## src/design/sud_pkg.sv

```systemverilog
// shared types and constants for the signed/unsigned divider
// no dependencies; imported by every module of the block
package sud_pkg;

  // fixed field widths of the ports
  localparam int unsigned OPND_W = 32;
  localparam int unsigned QUOT_W = 32;

  // queue between front and back
  localparam int unsigned QDEPTH = 4;
  localparam int unsigned QPTR_W = 2;
  localparam int unsigned QCNT_W = 3;

  // action codes
  localparam logic ACT_UNSIGNED = 1'b0;
  localparam logic ACT_SIGNED   = 1'b1;

  // classification flags formed by the front part
  typedef struct packed {
    logic flip;   // operand signs differ, negate the quotient
    logic zero;   // divisor is zero, force the quotient to zero
  } sud_flags_t;

endpackage

```

## src/design/sud_front.sv

```systemverilog
// front part: accepts input beats, takes operand magnitudes and flags
// depends on sud_pkg; feeds sud_queue
module sud_front #(
  parameter int unsigned DATA_WIDTH = 32
) (
  input  logic                          clk,
  input  logic                          rst_n,
  input  logic                          in_valid,
  output logic                          in_stall,
  input  logic                          in_action,
  input  logic [sud_pkg::OPND_W-1:0]    in_dividend,
  input  logic [sud_pkg::OPND_W-1:0]    in_divisor,
  output logic                          f_valid,
  input  logic                          f_full,
  output logic [DATA_WIDTH-1:0]         f_num,
  output logic [DATA_WIDTH-1:0]         f_den,
  output sud_pkg::sud_flags_t           f_flags
);
  import sud_pkg::*;

  logic                  valid_r;
  logic [DATA_WIDTH-1:0] num_r;
  logic [DATA_WIDTH-1:0] den_r;
  sud_flags_t            flags_r;

  logic [DATA_WIDTH-1:0] num_w;
  logic [DATA_WIDTH-1:0] den_w;
  logic                  num_neg;
  logic                  den_neg;
  logic                  accept;

  // operands taken modulo 2^DATA_WIDTH
  assign num_w   = DATA_WIDTH'(in_dividend);
  assign den_w   = DATA_WIDTH'(in_divisor);
  assign num_neg = (in_action == ACT_SIGNED) && num_w[DATA_WIDTH-1];
  assign den_neg = (in_action == ACT_SIGNED) && den_w[DATA_WIDTH-1];

  assign in_stall = valid_r && f_full;
  assign accept   = in_valid && !in_stall;

  always_ff @(posedge clk) begin
    if (!rst_n) begin
      valid_r <= 1'b0;
    end else if (!in_stall) begin
      valid_r <= in_valid;
    end
  end

  always_ff @(posedge clk) begin
    if (accept) begin
      num_r        <= num_neg ? (~num_w + 1'b1) : num_w;
      den_r        <= den_neg ? (~den_w + 1'b1) : den_w;
      flags_r.flip <= num_neg ^ den_neg;
      flags_r.zero <= (den_w == '0);
    end
  end

  assign f_valid = valid_r;
  assign f_num   = num_r;
  assign f_den   = den_r;
  assign f_flags = flags_r;

endmodule

```

## config.mk

```make
export PLATFORM = sky130hd
export DESIGN_NAME = sud_front
export DESIGN_NICKNAME = d
export VERILOG_FILES = /design/src/design/sud_pkg.sv /design/src/design/sud_front.sv
export SDC_FILE = /design/constraint.sdc
export NUM_CORES = 1
export LEC_CHECK = 0
export BUFFER_PORTS_ARGS = -buffer_cell sky130_fd_sc_hd__buf_2
export CAP_MARGIN = 20
export CORE_ASPECT_RATIO = 2
export CORE_MARGIN = 1.5
export CORE_UTILIZATION = 49
export CTS_CLUSTER_DIAMETER = 80
export DETAILED_ROUTE_END_ITERATION = 10
export PLACE_DENSITY_LB_ADDON = 0.25
export SYNTH_ARGS = -nofsm -noshare
export SYNTH_HDL_FRONTEND = slang
export SYNTH_SLANG_ARGS = --single-unit
```

## constraint.sdc

```tcl
create_clock -name clk -period 4.7 [get_ports clk]
set_input_delay 0.705 -clock clk [delete_from_list [all_inputs] [get_ports clk]]
set_output_delay 0.705 -clock clk [all_outputs]
set_load 0.05 [all_outputs]
```

======== Word level (Yosys, flattened, before mapping) ========
Cells that the tools add are included.
storage, ports and cells
  logic and storage cells ................. 18
  register bits after elaboration ......... 67
  input port bits ......................... 69
  memory bits (read-only) ................. 0
  memories kept ........................... 0
  bits in writable memories ............... 0
  bits in latches ......................... 0
cells by class
  bitwise operators ....................... 3
  multiplexer cells ....................... 2
  $add $sub $neg .......................... 2
  order comparisons ....................... 0
  reductions and logical operators ........ 6
  multipliers ............................. 0
  div/mod/pow operators ................... 0
  shift operators ......................... 0
  equal/unequal tests ..................... 0
operator list
  operator                                        number
  adder 32 x 1 -> 32 bit (second input constant)  2
  two-way mux 32 bit                              2
  NOT 32 bit                                      2
  zero test 32 bit                                1
  logical AND 1 bit                               4
  zero test 1 bit                                 1
  bitwise XOR 1 bit                               1

======== Depth between registers and ports, before layout ========
  depth in word-level cells ............... 3
  gate-level depth with buffers ........... 6
  depth with buffers taken out ............ 5

======== Worst setup path after synthesis ========
No wires, ideal clock.
  kind .................................... input-to-reg
  from .................................... in f_full
  to ...................................... reg den_r[0], in the netlist f_den[0], enable pin
  data arrival time ....................... 4,034 ps
  slack ................................... 170 ps
  library setup time ...................... 497 ps
  stages .................................. 2
  buffers on the path ..................... 0
  path through ............................ and2_1 nor2b_1
between the ends
  longest elaborated chain between the ends .. 3
ends and longest elaborated chain
  what                  line             source
  start, declared       sud_front.sv:14  input logic f_full,
  logical AND 1 bit     sud_front.sv:38  assign in_stall = valid_r && f_full;
  zero test 1 bit       n/a
  logical AND 1 bit     sud_front.sv:39  assign accept = in_valid && !in_stall;
  named net accept      sud_front.sv:30  logic accept;
  end signal, assigned  sud_front.sv:52  den_r <= den_neg ? (~den_w + 1'b1) : den_w;
  end, declared         sud_front.sv:23  logic [DATA_WIDTH-1:0] den_r;
The timed path passes the listed nets, and every way through them passes these cells.
A chain may end at the register's enable or synchronous reset.

======== Worst setup path after layout ========
  from .................................... in f_full
  to ...................................... reg den_r[31], in the netlist f_den[31], enable pin
Same word-level chain as after synthesis.

==> metrics.cfg <==
[run_status]
status=complete, no violations

[worst_hold_path]
hold_class=in2reg
min-delay-start=rst_n

[drt]
routed_wirelength_mm=8.429
drtPass1Iterations=5
drc_errors=0
via_count=2899
drt_iter0_markers=187
routed_via_density=5.532
final_antenna_net_count=0
avgRoutedWirePerCell_um=16.09

[clocking]
cts_tree=built
clkTransAtPathRegs_ns=0.05
clkSinkCount=67
numCtsBuffers=9
cts_buffer_depth=2
postCtsSetupRepairBufs=0
htreeDepth=3
cts_resized=0
cts_root_buf=clkbuf_16
holdBufCountCts=0
clock_latency_ns=0.32

[placement]
dp_hpwl_mm=6.501
dpl_cell_area_um2=4302
portBuffers=136
gp_congestion=0.8601
dp.cells=507
place_ws_ns=1.994

[synthesis]
synth_cell_types=40
synth_top_area_cell=edfxtp_1
synth_fp_nets=360
postSynthAreaPerCell_um2=12.19
synth_compound_area_share_pct=10.73
yosys.area_share.adder_pct=0.7105
yosys.area_share.simple_pct=15.42
synthTopCellsByArea=edfxtp_1, xor2_1, xnor2_1, a31oi_1, nor2_1
syn_area_um2=3522
ys_seq_area_share_pct=56.84
ys_ff_latch=67
yosys_warnings=0
synth.top_cell.area_share_pct=56.27
synth_top_family_by_area=simple AND/OR/NAND/NOR gates
synth_xor_area_share_pct=14.67
syn_inst=289
yosys-mux-area-fraction_pct=0

[layout]
diodes=0
area_delta_synth_final_pct=30.12
final_area_um2=4583
final_util_pct=66.04
nets=500
final_cells=524
drive_above_1_share_pct=37.33

[setup_path]
cp-startpoint=f_full
start_kind=input pin
worstPathMaxFanout=36
cp_cell_sequence=buf_2 -> and2_1 -> nor2b_4 -> buf_4
worstSetupEndpoint=f_den[31]$_DFFE_PP_
reg2reg_depth=3
cp-end-kind=flop
cp_slowest_stage_delay_ns=0.72
crit_path_top_delay_cell=nor2b_4
critPathKind=in2reg
worstPathArrival_ns=2.27
reg2reg_slack_ns=2.59
rr_startpoint=f_valid$_SDFFE_PN0N_
r2r-end=f_den[31]$_DFFE_PP_
cp_data_required_time_ns=4.67

[timing]
worst_slew_pin_slew_ns=0.9059
finalSetupViolCount=0
timing.fmax_mhz=434.5
finalCritPeriodShare_pct=48.97
hold_slack_ns=0.5995
finalHoldViolations=0
min_period_ns=2.302
rsz0062_at_grt=no
slew_headroom_pct=39.48
fin_setup_tns_ns=0
setup_slack_ns=2.398
drv_slew=0
fin_skew_ns=0.005011

[power_and_ir_drop]
total_power_mw=1.714
leakagePower_nw=1.865
cellPowerDensity_nw_per_um2=373.9
ir_drop_mv=0.1772

[job]
cap_violations=0

[floorplanning]
core.rowCount=43
die_h_um=122.9
die_area_um2=7737
dieWidth_um=62.95
core_area_um2=6940
io_pins=137
initial_core_util_pct=50.75

[global_route]
antenna_found_initial=0
grt_pass1_vias=2926
grt_pass1_wl_mm=12.96
gr-total-overflow=0
grt_max_degree=37
track_usage_pct=21.85

-- cell families (layout without fill, tap and decap cells) --
| family | Yosys count | in the layout |
|---|---|---|
| and+or+nand+nor | 88 | 88 |
| DFF | 67 | 67 |
| xor gates and xnor gates | 59 | 59 |
| AOI/OAI and AO/OA | 58 | 58 |
| buffers and inverters | 15 | 160 |
| adders and majority gates | 2 | 2 |
-- cells in the mapped netlist --
| library cell | n |
|---|---|
| edfxtp_1 | 66 |
| xor2_1 | 37 |
| nor2_1 | 25 |
| xnor2_1 | 22 |
| a31oi_1 | 18 |
| nor3_1 | 12 |
| a21oi_1 | 10 |
| o21ai_0 | 10 |
| nand2_1 | 9 |
| clkbuf_1 | 8 |
| o41ai_1 | 7 |
| and2_1 | 6 |
| inv_1 | 6 |
| nor4_1 | 6 |
| o31ai_1 | 6 |
| or4_1 | 5 |
| a41oi_1 | 4 |
| nand4_1 | 3 |
| and3_1 | 2 |
| and4b_1 | 2 |
| ha_1 | 2 |
| nand3_1 | 2 |
| nand4b_1 | 2 |
| nor4_2 | 2 |
| nor4_4 | 2 |
| a21boi_0 | 1 |
| and2_0 | 1 |
| and4_1 | 1 |
| buf_2 | 1 |
| dfxtp_1 | 1 |
| nand3_2 | 1 |
| nand3b_1 | 1 |
| nand4_4 | 1 |
| nor2b_1 | 1 |
| o21a_1 | 1 |
| o31a_1 | 1 |
| or3_1 | 1 |
| or3_2 | 1 |
| or3_4 | 1 |
| or4_4 | 1 |
-- metal layers --
layer | vias up | part of all wire (%) | track usage [%]
li1 | 1386 | - | -
met1 | 1377 | 33 | 19.44
met2 | 120 | 59 | 43.68
met3 | 16 | 6.0 | 5.096
met4 | 0 | 2.2 | 11.67
met5 | - | 0 | 0
-- registers in the layout (all words and copies together), names as in the netlist --
name and count:
f_den 32, f_flags 2, f_num 32, f_valid 1
-- critical path, delay by kind of cell --
family / cells / cell delay, ns
buffers and inverters: 2 / 0.63
and+or+nand+nor: 2 / 0.91
-- cell usage in the layout (no fill, tap or decap), drive strengths merged, types with 7 or more instances in the layout --
| master | n |
|---|---|
| o41ai | 7 |
| nor2 | 25 |
| nand2 | 9 |
| xnor2 | 22 |
| buf | 137 |
| a21oi | 10 |
| xor2 | 37 |
| clkbuf | 15 |
| edfxtp | 66 |
| a31oi | 18 |
| o21ai | 10 |
| and2 | 7 |
| nor3 | 12 |
| nor4 | 10 |
-- how the worst min path moves through the flow --
stage / to / slack [ns] / depth (start not counted)
finish: f_valid$_SDFFE_PN0N_ / 0.60 / 2
global route: f_valid$_SDFFE_PN0N_ / 0.60 / 2
CTS: f_num[0]$_DFFE_PP_ / 0.60 / 1
detailed placement: f_valid$_SDFFE_PN0N_ / 0.68 / 2
global placement: f_valid$_SDFFE_PN0N_ / 0.64 / 2
floorplan: f_den[0]$_DFFE_PP_ / 0.80 / 0
-- cell type report --
type / instances / area (um^2)
Timing Repair Buffer: 138 / 695.7
Tap cell: 90 / 112.6
Clock inverter: 2 / 10.01
Multi-Input combinational cell: 207 / 1476
Sequential cell: 67 / 2002
Clock buffer: 14 / 264.0
Fill cell: 539 / 2357
Inverter: 6 / 22.52
-- power by group --
part	internal, mW	leakage, nW	switching, mW
combinational	0.0948	1.08	0.274
clock	0.384	0.137	0.230
sequential	0.720	0.648	0.0105
No activity file was read; power rests on OpenSTA's default activity.
