**src/design/sud_pkg.sv**
```systemverilog
// shared types and constants for the signed/unsigned divider
// no dependencies; imported by every module of the block
package sud_pkg;

  // fixed field widths of the ports
  localparam int unsigned OPND_W = 32;
  localparam int unsigned QUOT_W = 32;

  // queue between front and back
  localparam int unsigned QDEPTH = 4;
  localparam int unsigned QPTR_W = 2;
  localparam int unsigned QCNT_W = 3;

  // action codes
  localparam logic ACT_UNSIGNED = 1'b0;
  localparam logic ACT_SIGNED   = 1'b1;

  // classification flags formed by the front part
  typedef struct packed {
    logic flip;   // operand signs differ, negate the quotient
    logic zero;   // divisor is zero, force the quotient to zero
  } sud_flags_t;

endpackage

```
**src/design/sud_queue.sv**
```systemverilog
// short fifo between the front and back parts
// depends on sud_pkg for depth and pointer widths
module sud_queue #(
  parameter int unsigned DATA_W = 66
) (
  input  logic              clk,
  input  logic              rst_n,
  input  logic              push,
  input  logic [DATA_W-1:0] push_data,
  output logic              full,
  input  logic              pop,
  output logic              q_valid,
  output logic [DATA_W-1:0] q_data
);
  import sud_pkg::*;

  logic [DATA_W-1:0] mem_r [0:QDEPTH-1];
  logic [QPTR_W-1:0] wptr_r;
  logic [QPTR_W-1:0] rptr_r;
  logic [QCNT_W-1:0] cnt_r;
  logic              do_push;
  logic              do_pop;

  assign full    = (cnt_r == QCNT_W'(QDEPTH));
  assign q_valid = (cnt_r != '0);
  assign q_data  = mem_r[rptr_r];
  assign do_push = push && !full;
  assign do_pop  = pop && q_valid;

  always_ff @(posedge clk) begin
    if (!rst_n) begin
      wptr_r <= '0;
      rptr_r <= '0;
      cnt_r  <= '0;
    end else begin
      if (do_push) begin
        wptr_r <= wptr_r + 1'b1;
      end
      if (do_pop) begin
        rptr_r <= rptr_r + 1'b1;
      end
      if (do_push && !do_pop) begin
        cnt_r <= cnt_r + 1'b1;
      end else if (do_pop && !do_push) begin
        cnt_r <= cnt_r - 1'b1;
      end
    end
  end

  always_ff @(posedge clk) begin
    if (do_push) begin
      mem_r[wptr_r] <= push_data;
    end
  end

endmodule

```
**config.mk**
```make
export PLATFORM = sky130hd
export DESIGN_NAME = sud_queue
export DESIGN_NICKNAME = d
export VERILOG_FILES = /design/src/design/sud_pkg.sv /design/src/design/sud_queue.sv
export SDC_FILE = /design/constraint.sdc
export NUM_CORES = 1
export LEC_CHECK = 0
export BUFFER_PORTS_ARGS = -buffer_cell sky130_fd_sc_hd__buf_2
export CAP_MARGIN = 20
export CELL_PAD_IN_SITES_DETAIL_PLACEMENT = 0
export CELL_PAD_IN_SITES_GLOBAL_PLACEMENT = 1
export CORE_ASPECT_RATIO = 1.2
export CORE_UTILIZATION = 37
export DETAILED_ROUTE_END_ITERATION = 8
export GPL_TIMING_DRIVEN = 0
export PLACE_DENSITY_LB_ADDON = 0.2
export SLEW_MARGIN = 0
export SYNTH_ARGS = -nofsm -noshare
export SYNTH_HDL_FRONTEND = slang
export SYNTH_SLANG_ARGS = --single-unit
```
**constraint.sdc**
```tcl
create_clock -name clk -period 4.4 [get_ports clk]
set_input_delay 0.44 -clock clk [delete_from_list [all_inputs] [get_ports clk]]
set_output_delay 0.44 -clock clk [all_outputs]
set_load 0.005 [all_outputs]
```
Yosys cells after proc, flatten, opt, wreduce, memory -nomap -nowiden
Memory sizes are Yosys's and may differ from the RTL's. A register that Yosys moved wholly into a read port is not among the register bits.
Cells that the tools add are included.
{ "totals": {"elab_cells": 24, "ff_bits": 7, "mem_count": 1, "output_inout_bits": 68, "in_bits": 70, "ram_bits": 264} }
{ "mem_list": {"columns": ["memory", "words", "word_bits", "read_ports", "rd_clocked_by_memory_dff", "write_ports", "line_no", "rtl"], "rows": [
  ["mem_r", 4, 66, 1, 1, 1, "sud_queue.sv:17", "logic [DATA_W-1:0] mem_r [0:QDEPTH-1];"]
]} }
{ "classes": {"n_mux": 6, "eq_ne": 1, "addsub": 4, "n_reduce_logical": 9} }
{ "op_table": {"columns": ["op", "n"], "rows": [
  ["2-to-1 mux 3 bit", 2],
  ["adder 2 x 1 -> 2 bit, second input constant", 2],
  ["logical AND 1 bit", 4],
  ["2-to-1 mux 2 bit", 2],
  ["adder 3 x 1 -> 3 bit, second input constant", 1],
  ["equality test 3 bit, second input constant", 1],
  ["logical NOT 1 bit", 3],
  ["nonzero test 3 bit", 1],
  ["subtractor 3 x 1 -> 3 bit, second input constant", 1],
  ["2-to-1 mux 1 bit", 2],
  ["nonzero test 2 bit", 1]
]} }

Logic depth before layout (Yosys ltp)
Gate-level depths: netlist of run 1.
{ "depth": {"word_depth": 7, "mapped_depth": 9} }

Worst setup path before layout of run 1
No wires, ideal clock.
{ "synth_timing": {"path_type": "register to register", "start": "register cnt_r[0]", "end": "memory mem_r[0][0] (enable)", "setup_ns": 0.431, "stages_incl_launch_ff": 5, "synth_period_minus_slack_ns": 2.800, "path_slack_ns": 1.600, "arrival_time_ns": 2.369, "path_cell_list": "dfxtp_1 nor3b_2 nor2b_1 buf_2 and2_1"} }
{ "synth_between": {"elab_chain_cells": 5} }
{ "synth_lines": {"columns": ["element", "line_no", "rtl"], "rows": [
  ["start: declaration", "sud_queue.sv:20", "logic [QCNT_W-1:0] cnt_r;"],
  ["start signal: assignment", "sud_queue.sv:43", "cnt_r <= cnt_r + 1'b1;"],
  ["start signal: assignment", "sud_queue.sv:45", "cnt_r <= cnt_r - 1'b1;"],
  ["equality test 3 bit", "sud_queue.sv:24", "assign full = (cnt_r == QCNT_W'(QDEPTH));"],
  ["net full", "sud_queue.sv:10", "output logic full,"],
  ["logical NOT 1 bit", "sud_queue.sv:27", "assign do_push = push && !full;"],
  ["logical AND 1 bit", "sud_queue.sv:27", null],
  ["net do_push", "sud_queue.sv:21", "logic do_push;"],
  ["2-to-1 mux 1 bit", "sud_queue.sv:51", "if (do_push) begin"],
  ["2-to-1 mux 1 bit (not written as such)", "sud_queue.sv:52", "mem_r[wptr_r] <= push_data;"],
  ["end: declaration", "sud_queue.sv:17", null]
]} }
The timed path passes the listed nets, and every way through them passes these cells.

==> results of run 1 <==
## state kept, by name, summed over array words and instances (netlist names), named ones only
name / count
wptr_r: 2
rptr_r: 2
mem_r: 264
cnt_r: 3
## synth_stat cells (all sizes together)
| library cell | count |
|---|---|
| edfxtp | 264 |
| mux4 | 66 |
| buf | 13 |
| dfxtp | 9 |
| and2 | 8 |
| ha | 5 |
| nand2 | 4 |
| clkbuf | 3 |
| inv | 3 |
| mux2i | 3 |
| xnor2 | 3 |
| nor2b | 2 |
| or3 | 2 |
| a21boi | 1 |
| fa | 1 |
| nor3b | 1 |
| o21ai | 1 |
| o311ai | 1 |
| o31ai | 1 |
| xor2 | 1 |
## through the flow
stage                     std cells  setup slack (ps)  utilization
after floorplan                 392              1600            -
after global placement          863              56.8        0.420
after detailed placement        867              2090        0.424
after CTS                       914              1840        0.458
after global routing            914              1790        0.458
final                           914              1920        0.458
## where the power goes
part	switching [W]	internal (W)	total, W
combinational	0.000721	0.000802	0.00152
sequential	0.0000766	0.00316	0.00323
clock	0.000917	0.00136	0.00228
## cells by family after synthesis
group | synth area share
compound gates | 0.00338
xor+xnor | 0.00350
fa+ha+maj | 0.00826
buf+inv | 0.0124
mux | 0.152
flops | 0.811
simple gates | 0.0103
## cell type report
type                    count  area, µm²
well taps                 335        419
clock inverters            14        146
plain buffers              16        113
flip-flops and latches    273       8110
fillers                  2219      14300
repair buffers            140        776
multi-input cells         100       1780
inverters                   3       11.3
clock buffers              33        741
## how the worst max path moves through the flow
stage | cells after the start | slack (ps) | start | end
floorplan | 4 | 1600 | cnt_r[0] | mem_r[0][0]
global placement | 4 | 60 | cnt_r[0] | mem_r[1][39]
detailed placement | 9 | 2090 | cnt_r[0] | cnt_r[2]
CTS | 4 | 1840 | flip-flop | q_data[30]
global route | 4 | 1790 | flip-flop | q_data[37]
finish | 4 | 1920 | flip-flop | q_data[30]
## layer usage
layer	routed length (µm)	global-route usage	part of all wire	vias to the layer above
met1	7200	0.159	0.39	2331
met3	945	0.0302	0.052	43
met4	448	0.0469	0.024	4
met2	9680	0.247	0.53	107
met5	28	0	0.0015	-
li1	-	-	-	2005
==> key figures, run 1 <==
Clock tree
  • Buffers inserted during post-CTS setup optimization: 0
  • Longest Clk Path Bufs: 3
  • TritonCTS clock tree: yes
  • Cts-stage hold buffer count: 0
  • CTS buffer count: 28
  • Clock input transition at the sequential cells of the worst setup and hold paths: 60 ps
  • Cell chosen for the clock root: sky130_fd_sc_hd__clkbuf_16
  • Post-cts gate resize count: 0
  • Num Clock Sinks: 273
  • Number of H-tree levels: 1
  • Latest clock arrival within the worst-skew pair: 530 ps

Setup path
  • CP most frequent cell: sky130_fd_sc_hd__buf_2
  • Minimum setup slack among reg-to-reg paths: 2100 ps
  • Largest stage delay on the critical path: 370 ps
  • Count of cells along the worst register-to-register path: 9
  • Startpoint of the lowest-slack register-to-register path: cnt_r[0]
  • Worst-path maximum fanout: 10
  • Critical path launch point type: flip-flop
  • Category of the worst setup path capture point: output port
  • Reg2reg end: cnt_r[2]
  • Worst EP required: 3960 ps
  • Category of cells accounting for the largest share of critical-path delay: buffers and inverters
  • CP bufs+invs: 3
  • Master of the slowest instance on the critical path: sky130_fd_sc_hd__mux4_2
  • Crit Path Category: flip-flop to output port
  • Signal arrival time at the worst endpoint: 2040 ps
  • Chain of cells forming the critical path: buf_2, buf_2, mux4_2, buf_2

Drt
  • Antenna violation net count after detailed routing: 0
  • Via count: 4,490
  • Detailed-route vias per instance: 4.91
  • Remaining design rule violation count: 16
  • First-pass DRT Iterations: 6
  • Total Wirelength: 18,300 µm
  • Average routed wire per standard cell: 20.0 µm
  • Iteration-0 DRC Markers: 175

Placement
  • Area of placed instances: 0.0112 mm²
  • Total half-perimeter wirelength after legalization and detailed placement: 11,200 µm
  • Number of buffer cells added on primary ports: 136
  • Weighted congestion reported at the end of routability-driven placement: 0.678

Power
  • Peak VDD IR: 0.333 mV
  • Leakage: 4.06 nW
  • Total Power: 0.00704 W
  • Power per unit of standard cell area: 582 mW/mm²

Cells and area
  • Leading cell type in the layout, fill and taps excluded: sky130_fd_sc_hd__edfxtp_1
  • Diode count: 0
  • Most used cells in the layout excluding fill and tap cells: sky130_fd_sc_hd__edfxtp_1, sky130_fd_sc_hd__buf_2, sky130_fd_sc_hd__mux4_2
  • Area overhead of the layout relative to synthesis: 20.9%
  • Final-stage net count: 638
  • Area of all placed cells without fillers: 0.0121 mm²
  • Fraction of final layout cells sized beyond drive strength 1: 0.453

Timing
  • Number of pins with negative max-slew slack in the final report: 0
  • Max-slew headroom: 0.502
  • Setup TNS: 0 ps
  • Final setup vio count: 0
  • Hold Fails Final Rpt: 0
  • Pin slew with the least headroom to its limit: 747 ps
  • Time the final worst path needs with I/O delays and setup: 2480 ps
  • Peak clock frequency supported by timing: 403 MHz
  • Setup repair after global routing missed its margin: no
  • Final period util: 0.564
  • Maximum clock skew at final layout: 8.42 ps
  • Tightest hold margin: 117 ps

Floorplanning
  • Top-level port count: 138
  • Die height: 182 µm
  • Die Footprint: 0.0277 mm²
  • Num rows: 65
  • Starting density of the core: 0.378
  • Chip width: 152 µm
  • Core footprint: 0.0264 mm²

Yosys
  • Leading cell types by total area after synthesis: sky130_fd_sc_hd__edfxtp_1, sky130_fd_sc_hd__mux4_2, sky130_fd_sc_hd__dfxtp_1
  • Synth area leader: sky130_fd_sc_hd__edfxtp_1
  • Average cell area after synthesis: 25.5 µm²
  • Portion of the post-synthesis area used by sequential elements: 0.811
  • Syn_nets: 468
  • Synthesized cell area: 0.0100 mm²
  • Synth Warn #: 0
  • Area share of the largest cell type after synthesis: 0.793
  • Number of distinct library cell variants in the gate-level netlist after synthesis: 22
  • Cells after synthesis: 392
  • Synth Register Bits: 273

Min path
  • Hold worst-path end: mem_r[2][17]
  • Hold_sp: push_data[17]
  • Cell depth of the worst min-delay path: 1
  • Hold WC Path Type: input pin to flip-flop

Global route
  • Maximum number of pins on one net before global-route repair: 38
  • Global route total overflow: 0
  • Initial antenna violation count: 2
  • Wire length of the first global-routing pass: 28,600 µm
  • GRT Resource Usage Total: 0.136
  • Number of global-route vias before repair: 5,092

Run
  • Max-capacitance violation count: 0

Outcome
  • Result of the run: finished with violations
  • Violations in the final reports: DRC
(Power assumes the default switching activity.)
==> run 2, diff against run 1 <==
==> constraint.sdc (replaced) <==
create_clock -name clk -period 2.2 [get_ports clk]
set_input_delay 0.22 -clock clk [delete_from_list [all_inputs] [get_ports clk]]
set_output_delay 0.22 -clock clk [all_outputs]
set_load 0.005 [all_outputs]
==> run 2 against run 1 <==
Against the previous run: the flow still finishes with violations (DRC); power grew 100%; cell area increased by 6.1%; sequential power increased by 100%; sequential share of layout area down 3.8 points; critical path depth unchanged; die area stayed put; final cell count is 8.3% higher; hold slack worse by 34 ps; clock skew grew 12 ps; sequential cell count is the same; wire length rose by 1.9%; critical path type unchanged.
==> key figures, run 2 (synthesis results as in run 1) <==
Placement
  • Pre-CTS WS: -143 ps
  • Area of placed instances: 0.0112 mm²
  • Number of buffer cells added on primary ports: 136
  • Total half-perimeter wirelength after legalization and detailed placement: 11,000 µm
  • Weighted congestion reported at the end of routability-driven placement: 0.672

Timing
  • Peak clock frequency supported by timing: 477 MHz
  • Time the final worst path needs with I/O delays and setup: 2100 ps
  • Final period util: 0.953
  • Final critical-path setup slack: 104 ps
  • Hold Fails Final Rpt: 0
  • Setup repair after global routing missed its margin: no
  • Maximum clock skew at final layout: 20.4 ps
  • Tightest hold margin: 83.5 ps
  • Max-slew headroom: 0.590
  • Pin slew with the least headroom to its limit: 614 ps
  • Number of pins with negative max-slew slack in the final report: 0
  • Final setup vio count: 0

Clock tree
  • Longest Clk Path Bufs: 3
  • Number of H-tree levels: 1
  • Cell chosen for the clock root: sky130_fd_sc_hd__clkbuf_16
  • Latest clock arrival within the worst-skew pair: 530 ps
  • TritonCTS clock tree: yes
  • CTS buffer count: 27
  • Num Clock Sinks: 273
  • Clock input transition at the sequential cells of the worst setup and hold paths: 60 ps

Global route
  • Global route total overflow: 0
  • GRT Resource Usage Total: 0.137
  • Maximum number of pins on one net before global-route repair: 39
  • Wire length of the first global-routing pass: 29,000 µm
  • Number of global-route vias before repair: 5,258
  • Initial antenna violation count: 0

Floorplanning
  • Chip width: 152 µm
  • Top-level port count: 138
  • Core footprint: 0.0264 mm²
  • Starting density of the core: 0.378
  • Die height: 182 µm
  • Die Footprint: 0.0277 mm²
  • Num rows: 65

Drt
  • Via count: 4,796
  • Total Wirelength: 18,700 µm
  • Iteration-0 DRC Markers: 244
  • Detailed-route vias per instance: 4.84
  • First-pass DRT Iterations: 8
  • Antenna violation net count after detailed routing: 0
  • Remaining design rule violation count: 22
  • Average routed wire per standard cell: 18.8 µm

Cells and area
  • Diode count: 0
  • Leading cell type in the layout, fill and taps excluded: sky130_fd_sc_hd__edfxtp_1
  • Filler cell count in the final layout: 2,180
  • Register with the most flip-flops: mem_r
  • Final-stage net count: 710
  • Largest registers: mem_r: 264 flops, cnt_r: 3 flops
  • Area of all placed cells without fillers: 0.0128 mm²
  • Max reg flops: 264
  • Fraction of final layout cells sized beyond drive strength 1: 0.424
  • Area overhead of the layout relative to synthesis: 28.3%
  • Most used cells in the layout excluding fill and tap cells: sky130_fd_sc_hd__edfxtp_1, sky130_fd_sc_hd__buf_2, sky130_fd_sc_hd__mux4_2, sky130_fd_sc_hd__dlygate4sd3_1, sky130_fd_sc_hd__clkbuf_16

Setup path
  • Count of cells along the worst register-to-register path: 7
  • Signal arrival time at the worst endpoint: 1880 ps
  • Minimum setup slack among reg-to-reg paths: 110 ps
  • Worst-path maximum fanout: 10
  • Largest stage delay on the critical path: 510 ps
  • Category of the worst setup path capture point: output port
  • Worst EP required: 1980 ps
  • Master of the slowest instance on the critical path: sky130_fd_sc_hd__mux4_2
  • Crit Path Category: flip-flop to output port
  • Startpoint of the lowest-slack register-to-register path: cnt_r[0]
  • CP most frequent cell: sky130_fd_sc_hd__buf_12
  • Critical path destination: q_data[43]
  • Reg2reg end: cnt_r[2]
  • Chain of cells forming the critical path: buf_12, buf_12, mux4_2, buf_2
  • Critical path launch point type: flip-flop

Power
  • Leakage: 4.37 nW
  • Peak VDD IR: 0.672 mV
  • Power per unit of standard cell area: 1100 mW/mm²

Outcome
  • Violations in the final reports: DRC
  • Result of the run: finished with violations

Min path
  • Hold WC Path Type: input pin to flip-flop

Run
  • Max-capacitance violation count: 0
## run 2: cell count changes in the layout (fill, tap and decap cells not counted), sizes merged
| cell | before | now |
|---|---|---|
| dlygate4sd3 | 0 | 66 |
| clkinv | 8 | 9 |
| bufinv | 3 | 1 |
| clkbuf | 36 | 40 |
| clkinvlp | 2 | 3 |
| buf | 153 | 159 |
## run 2: worst min path at each step
stage                              from           end  slack, ps  depth (start not counted)
after floorplan            push_data[0]   mem_r[0][0]        320                          0
after global placement     push_data[7]   mem_r[3][7]        430                          1
after detailed placement  push_data[14]  mem_r[3][14]        440                          1
after CTS                         rst_n     wptr_r[0]         70                          3
after global routing              rst_n      cnt_r[1]        120                          2
final                             rst_n     wptr_r[0]         80                          3
## run 2: final cells by class
type,count,area [µm²],area share
Tap cell,335,419,0.0327
Multi-Input combinational cell,100,1790,0.140
Buffer,16,174,0.0136
Inverter,3,11.3,0.000878
Sequential cell,273,8120,0.632
Timing Repair Buffer,213,1490,0.116
Clock buffer,36,729,0.0568
Clock inverter,14,101,0.00790
## run 2: timing repair
action / in CTS / in global routing
hold endpoints to repair: 264 / 0
buffers inserted: 0 / 7
resized for setup: 19 / 7
hold buffers: 66 / 0
setup endpoints to repair: 84 / 31
pin swaps: 0 / 0
## run 2: worst max-delay path: cells and delay by family (launching register included)
family / cells / cell delay (ps)
buf+inv: 3 / 470
flops: 1 / 360
mux: 1 / 510
## run 2: per-layer routing
layer  part of all wire  track usage
met1               0.40        0.168
met2               0.52        0.248
met3              0.056       0.0283
met4              0.018       0.0376
met5                  0            0
## run 2: through the flow
step	total power [W]	setup TNS [ps]	utilization	std cells
after floorplan	0.00845	0	-	392
after global placement	0.00962	-187990	0.420	863
after detailed placement	0.00971	-143	0.424	867
after CTS	0.0142	0	0.482	983
after global routing	0.0148	0	0.485	990
final	0.0141	0	0.485	990
## run 2: report_power, final
part | internal [W] | leakage, nW | total [W] | switching [W]
Combinational | 0.00185 | 1.47 | 0.00333 | 0.00148
Clock | 0.00244 | 0.400 | 0.00429 | 0.00184
Sequential | 0.00632 | 2.50 | 0.00647 | 0.000153
Total | 0.0106 | 4.37 | 0.0141 | 0.00347
==> run 3, diff against run 2 <==
--- a/config.mk
+++ b/config.mk
@@ -9,7 +9,6 @@
 export CAP_MARGIN = 20
 export CELL_PAD_IN_SITES_DETAIL_PLACEMENT = 0
 export CELL_PAD_IN_SITES_GLOBAL_PLACEMENT = 1
-export CORE_ASPECT_RATIO = 1.2
 export CORE_UTILIZATION = 37
 export DETAILED_ROUTE_END_ITERATION = 8
 export GPL_TIMING_DRIVEN = 0
==> run 3 against run 2 <==
Against the previous run: the flow still finishes with violations (DRC); critical path depth is the same; register-to-register slack about the same; worst setup slack got worse by 22 ps; first-iteration DRC count decreased by 6.1%; wire length is 2.5% higher; die area about the same; critical path type unchanged; critical endpoint is now q_data[19]; largest power group unchanged; highest routed layer unchanged.
==> key figures, run 3 (synthesis results as in run 1) <==
Outcome
  • Result of the run: finished with violations
  • Violations in the final reports: DRC

Drt
  • Average routed wire per standard cell: 19.3 µm
  • Iteration-0 DRC Markers: 229
  • Total Wirelength: 19,100 µm
  • First-pass DRT Iterations: 6
  • Detailed-route vias per instance: 4.80
  • Via count: 4,766
  • Antenna violation net count after detailed routing: 0
  • Remaining design rule violation count: 11

Setup path
  • Category of the worst setup path capture point: output port
  • Worst-path maximum fanout: 10
  • Largest stage delay on the critical path: 520 ps
  • Critical path launch point type: flip-flop
  • Startpoint of the lowest-slack register-to-register path: cnt_r[2]
  • Critical path destination: q_data[19]
  • Crit Path Category: flip-flop to output port
  • Signal arrival time at the worst endpoint: 1900 ps
  • Count of cells along the worst register-to-register path: 9
  • CP most frequent cell: sky130_fd_sc_hd__buf_12
  • Chain of cells forming the critical path: buf_12, buf_12, mux4_2, buf_2
  • Minimum setup slack among reg-to-reg paths: 100 ps
  • Worst EP required: 1980 ps
  • Reg2reg end: cnt_r[2]
  • Master of the slowest instance on the critical path: sky130_fd_sc_hd__mux4_2

Placement
  • Number of buffer cells added on primary ports: 136
  • Pre-CTS WS: -79.8 ps
  • Total half-perimeter wirelength after legalization and detailed placement: 11,100 µm
  • Placed cell count: 867
  • Weighted congestion reported at the end of routability-driven placement: 0.738

Power
  • Internal power: 0.0106 W
  • Sequential fraction of design power: 0.458
  • Switching pwr: 0.00357 W
  • Peak VDD IR: 0.678 mV
  • Power per unit of standard cell area: 1100 mW/mm²
  • Logic pwr share: 0.237
  • Fraction of power spent switching nets: 0.252
  • Leakage: 4.38 nW
  • Part of the power in the clock network: 0.305

Timing
  • Peak clock frequency supported by timing: 472 MHz
  • Final period util: 0.963
  • Max-slew headroom: 0.620
  • Setup repair after global routing missed its margin: yes
  • Final critical-path setup slack: 81.8 ps
  • Number of pins with negative max-slew slack in the final report: 0
  • Pin slew with the least headroom to its limit: 569 ps
  • Final setup vio count: 0
  • Hold Fails Final Rpt: 0
  • Maximum clock skew at final layout: 10.6 ps
  • Time the final worst path needs with I/O delays and setup: 2120 ps

Cells and area
  • Register with the most flip-flops: mem_r
  • Area overhead of the layout relative to synthesis: 28.4%
  • Sequential cell area: 0.00811 mm²
  • Max reg flops: 264
  • Final-stage net count: 712
  • Most used cells in the layout excluding fill and tap cells: sky130_fd_sc_hd__edfxtp_1, sky130_fd_sc_hd__buf_2, sky130_fd_sc_hd__mux4_2, sky130_fd_sc_hd__dlygate4sd3_1, sky130_fd_sc_hd__clkbuf_16
  • Final std cells w/o fill: 992
  • Filler cell count in the final layout: 2,185
  • Fraction of final layout cells sized beyond drive strength 1: 0.427
  • Multi-input gate area: 0.00178 mm²
  • Largest registers: mem_r: 264 flops, cnt_r: 3 flops
  • Leading cell type in the layout, fill and taps excluded: sky130_fd_sc_hd__edfxtp_1

Run
  • Max-capacitance violation count: 0

Floorplanning
  • Die Footprint: 0.0277 mm²
  • Top-level port count: 138
  • Num rows: 59
  • Starting density of the core: 0.381
  • Die height: 166 µm
  • Core footprint: 0.0263 mm²
  • Chip width: 166 µm

Global route
  • Global route total overflow: 0
  • Wire length of the first global-routing pass: 29,700 µm
  • Number of global-route vias before repair: 5,200
  • Initial antenna violation count: 1
  • GRT Resource Usage Total: 0.141
  • Maximum number of pins on one net before global-route repair: 43

Clock tree
  • Latest clock arrival within the worst-skew pair: 540 ps
  • Cell chosen for the clock root: sky130_fd_sc_hd__clkbuf_16
  • Longest Clk Path Bufs: 3
  • CTS buffer count: 29
  • Number of H-tree levels: 1
  • TritonCTS clock tree: yes
  • Clock input transition at the sequential cells of the worst setup and hold paths: 60 ps
  • Num Clock Sinks: 273

Min path
  • Hold WC Path Type: input pin to flip-flop
  • Cell depth of the worst min-delay path: 3
-- run 3: worst min-delay path by stage --
| stage | slack, ps | startpoint | endpoint |
|---|---|---|---|
| after floorplan | 320 | push_data[0] | mem_r[0][0] |
| after global placement | 430 | push_data[55] | mem_r[0][55] |
| after detailed placement | 440 | push_data[1] | mem_r[2][1] |
| after CTS | 80 | rst_n | wptr_r[0] |
| after global routing | 110 | rst_n | cnt_r[1] |
| final | 80 | rst_n | wptr_r[1] |
-- run 3: repair_timing --
action | 4_1_cts | 5_1_grt
resized for setup | 21 | 3
buffers inserted | 0 | 7
hold endpoints to repair | 264 | 0
hold buffers | 66 | 0
setup endpoints to repair | 61 | 23
-- run 3: area by class of cell --
cell class | instances | area share
flip-flops and latches | 273 | 0.632
multi-input cells | 100 | 0.139
repair buffers | 213 | 0.117
clock buffers | 33 | 0.0577
well taps | 335 | 0.0326
plain buffers | 16 | 0.0135
clock inverters | 18 | 0.00789
inverters | 3 | 0.000877
diodes | 1 | 0.000195
-- run 3: power groups by stage --
stage               combinational [W]  clock, W  sequential (W)
finish                        0.00335   0.00432         0.00647
global route                  0.00366   0.00465         0.00652
CTS                           0.00339   0.00444         0.00648
detailed placement            0.00318         0         0.00658
global placement              0.00306         0         0.00657
floorplan                     0.00192         0         0.00654
-- run 3: worst max-delay path: cells and delay by family (launching register included) --
kind / cells / cell delay (ps)
muxes: 1 / 520
buffers and inverters: 3 / 470
DFF: 1 / 360
-- run 3: metal layers --
metal | track usage | part of all wire | up-vias
met2 | 0.244 | 0.50 | 120
met3 | 0.0328 | 0.057 | 33
met5 | 0 | 0 | -
met4 | 0.0390 | 0.026 | 0
li1 | - | - | 2168
met1 | 0.178 | 0.42 | 2445
-- run 3: through the flow --
step	utilization	cell area [µm²]	hold WS, ps	TNS [ps]	power [W]
3_3_place_gp	0.423	11100	428	-185530	0.00963
6_report	0.489	12800	82.4	0	0.0141
5_1_grt	0.489	12800	105	0	0.0148
2_1_floorplan	-	10000	319	0	0.00845
4_1_cts	0.486	12800	80.0	0	0.0143
3_5_place_dp	0.427	11200	437	-79.8	0.00976
